$ cat src/hw/rtl/fpba_ram.sv
`timescale 1ns / 1ps
// ----------------------------------------------------------------------------
// Fit-policy block allocator: table RAM
// Simple dual-port synchronous RAM, one write and one registered read port.
// ----------------------------------------------------------------------------
module fpba_ram #(
    parameter int WIDTH = 8,
    parameter int DEPTH = 64
) (
    input  logic                     aclk,
    input  logic                     we,
    input  logic [$clog2(DEPTH)-1:0] waddr,
    input  logic [WIDTH-1:0]         wdata,
    input  logic [$clog2(DEPTH)-1:0] raddr,
    output logic [WIDTH-1:0]         rdata
);

    logic [WIDTH-1:0] mem [DEPTH];

    // Write port.
    always_ff @(posedge aclk) begin
        if (we) begin
            mem[waddr] <= wdata;
        end
    end

    // Registered read port.
    always_ff @(posedge aclk) begin
        rdata <= mem[raddr];
    end

endmodule

$ cat config.mk
export PLATFORM = sky130hd
export DESIGN_NAME = fpba_ram
export DESIGN_NICKNAME = d
export VERILOG_FILES = /design/src/hw/rtl/fpba_ram.sv
export SDC_FILE = /design/constraint.sdc
export NUM_CORES = 1
export LEC_CHECK = 0
export BUFFER_PORTS_ARGS = -buffer_cell sky130_fd_sc_hd__buf_2
export CAP_MARGIN = 5
export CORE_MARGIN = 4
export CORE_UTILIZATION = 56
export DETAILED_ROUTE_END_ITERATION = 10
export PLACE_DENSITY = 0.75
export SLEW_MARGIN = 5
export SYNTH_ARGS = -nofsm -noshare
export SYNTH_HDL_FRONTEND = slang
export SYNTH_SLANG_ARGS = --single-unit
$ cat constraint.sdc
create_clock -name aclk -period 2.05 [get_ports aclk]
set_input_delay 0.1025 -clock aclk [delete_from_list [all_inputs] [get_ports aclk]]
set_output_delay 0.1025 -clock aclk [all_outputs]
set_load 0.01 [all_outputs]
==> results_dict.tcl <==
set metrics [dict create \
    drt-wirelength-per-cell_um 28.41 \
    num_rows 69 \
    reg2reg_slack_ns 0.07 \
    p_leak_nw 7.713 \
    hpwl_mm 29.20 \
    io_buffers 29 \
    gp_congestion 0.8748 \
    powerDensity_mw_per_mm2 954.4 \
    grt_util_all_layers 0.2391 \
    cp-end-kind "register" \
    cts_buffer_depth 3 \
    status "complete, no violations" \
    crit_fanout 1 \
    hp-start "wdata[3]" \
    crit_chain "mux4_2 > mux4_2 > o21ai_1 > o41ai_1" \
    synth_area_leaders "edfxtp_1 76%, mux4_2 14%, nor2_1 1.5%" \
    ant_nets 0 \
    maxSlewHeadroom 0.5244 \
    final-setup-viol-count 0 \
    grt_pass1_wl_mm 68.99 \
    crit_family "multiplexers" \
    clkLatencyLatePin_ns 0.57 \
    seq_area_frac_synth 0.7703 \
    reg2reg_depth 4 \
    timing_worst_setup_path_type "register to register" \
    finClkSkew_ns 0.02336 \
    n_fill_cell 2262 \
    synth_area_leader_cell "edfxtp_1" \
    nNetsFinal 1133 \
    async_flop_share 0 \
    synth_top_area_share 0.7624 \
    cp.required_ns 2.46 \
    cp.arrival_ns 2.39 \
    synth_area_per_cell_um2 21.45 \
    cts_root_buf "clkbuf_16" \
    final_common_cell "edfxtp_1" \
    htree_levels 2 \
    core_area_mm2 0.03557 \
    period_share 0.9640 \
    ys_types 40 \
    overflow 0 \
    syn_area_mm2 0.02017 \
    cts.sinks 520 \
    setup.worst_path.end "rdata[3]$_DFF_P_" \
    reg2reg_from "mem[55][3]$_DFFE_PP_" \
    cp.depth 4 \
    maxSlewViolCount 0 \
    syn2layout_area_growth_pct 17.02 \
    period_needed_ns 1.976 \
    holdWs_ns 0.05991 \
    path_buf_inv 0 \
    dr.pass1.iters 5 \
    cp_common_cell "mux4_2" \
    io_pins 30 \
    dr_total_vias 10330 \
    holdCritPathClass "input port to register" \
    drive_gt1_frac 0.3345 \
    antenna_found_initial 3 \
    synth_cells 940 \
    startpoint "mem[55][3]$_DFFE_PP_" \
    tightestPinTransition_ns 0.7135 \
    slowest_stage "mux4_2" \
    remaining_drc_errors 0 \
    die_y_um 197.8 \
    diodes 0 \
    drv_cap 0 \
    die-area_mm2 0.03911 \
    synth_flop_cell "edfxtp_1" \
    slowest_delay_ns 0.50 \
    ir_worst_vdd_mv 0.9813 \
    die_w_um 197.8 \
    final-hold-violation-count 0 \
    max_freq_mhz 506.0 \
    synth_nets 962 \
    synth.yosys.warnings 0 \
    first_global_vias 10540 \
    rsz0062_at_grt "false" \
    final_cell_mix "512 x edfxtp_1, 126 x mux4_2, 123 x buf_4" \
    drt-vias-per-instance 6.421 \
    synth-seq-cells 520 \
    drt-initial-drc-count 1321 \
    post_cts_buffers 0 \
    initial_core_util 0.5670 \
    clk_pin_slew_ns 0.06 \
    tritoncts "yes" \
    cp-start-kind "register" \
    cts_made_buffers 50 \
    pre_cts_ws_ns -0.4010 \
    timing.rr.end "rdata[3]$_DFF_P_" \
    timing.final.ws_setup_ns 0.07378 \
    wl_mm 45.70 \
    synth_edf_count 512 \
    grt_max_degree 44 \
]
[registers in the layout, indices dropped and copies added, names as in the netlist]
name,count
rdata,8
mem,512
[worst min path at each step]
stage | endpoint | slack, ns | cells past startpoint
global route | mem[8][3]$_DFFE_PP_ | 0.07 | 1
global placement | rdata[2]$_DFF_P_ | 0.53 | 3
floorplan | mem[0][0]$_DFFE_PP_ | 0.20 | 0
CTS | mem[63][3]$_DFFE_PP_ | 0.05 | 1
detailed placement | rdata[7] | 0.54 | 1
finish | mem[8][3]$_DFFE_PP_ | 0.06 | 1
[power by group]
part / switching (mW) / internal (mW)
Sequential: 0.0446 / 11.8
Combinational: 0.707 / 0.521
Clock: 3.80 / 5.69
[cell families (layout without fill, tap and decap cells)]
kind of cell | count (synthesis) | in the layout | synth area share
mux | 162 | 162 | 0.1594
compound gates | 54 | 54 | 0.02072
flops | 520 | 520 | 0.7703
simple gates | 153 | 153 | 0.03387
buf+inv | 51 | 259 | 0.01570
[final cells by class]
class / count / area (um^2) / share of cell area
clock buffers: 59 / 1306 / 0.05535
clock inverters: 30 / 396.6 / 0.01681
multi-input cells: 369 / 4327 / 0.1833
flip-flops and latches: 520 / 15530 / 0.6583
well taps: 461 / 576.8 / 0.02444
repair buffers: 170 / 1458 / 0.06177
[synthesized netlist by cell type, types with 8 or more instances]
| master | instances |
|---|---|
| nand3_1 | 13 |
| nor2b_1 | 14 |
| edfxtp_1 | 512 |
| buf_4 | 13 |
| dfxtp_1 | 8 |
| o22ai_1 | 8 |
| mux2_2 | 13 |
| buf_2 | 11 |
| clkbuf_1 | 17 |
| nand2_1 | 19 |
| mux4_2 | 126 |
| o221ai_1 | 8 |
| mux2i_1 | 23 |
| nor2_1 | 83 |
[what timing repair did]
item | CTS | global route
setup endpoints to repair | 2 | 1
gates cloned | 0 | 0
hold buffers | 1 | 0
resized for setup | 3 | 1
hold endpoints to repair | 5 | 0
pin swaps | 0 | 0
[metal layers]
metal,vias to the layer above,global-route usage,share of wire,wire [um]
met3,99,0.05088,0.097,4436
met5,-,0,0.00085,39
met1,5338,0.3533,0.39,17790
met2,624,0.3727,0.49,22170
met4,6,0.06478,0.028,1269
li1,4264,-,-,-
[metrics by stage]
stage | instances | total power, mW | cell area, um^2 | setup TNS, ns | utilization
3_3_place_gp | 1519 | 13.21 | 21870 | -0.6085 | 0.6150
2_1_floorplan | 940 | 12.65 | 20170 | 0 | -
6_report | 1609 | 22.52 | 23600 | 0 | 0.6635
3_5_place_dp | 1519 | 13.25 | 21870 | -0.9078 | 0.6150
4_1_cts | 1609 | 22.63 | 23600 | 0 | 0.6635
5_1_grt | 1609 | 23.18 | 23600 | 0 | 0.6635
(Power assumes the default switching activity.)
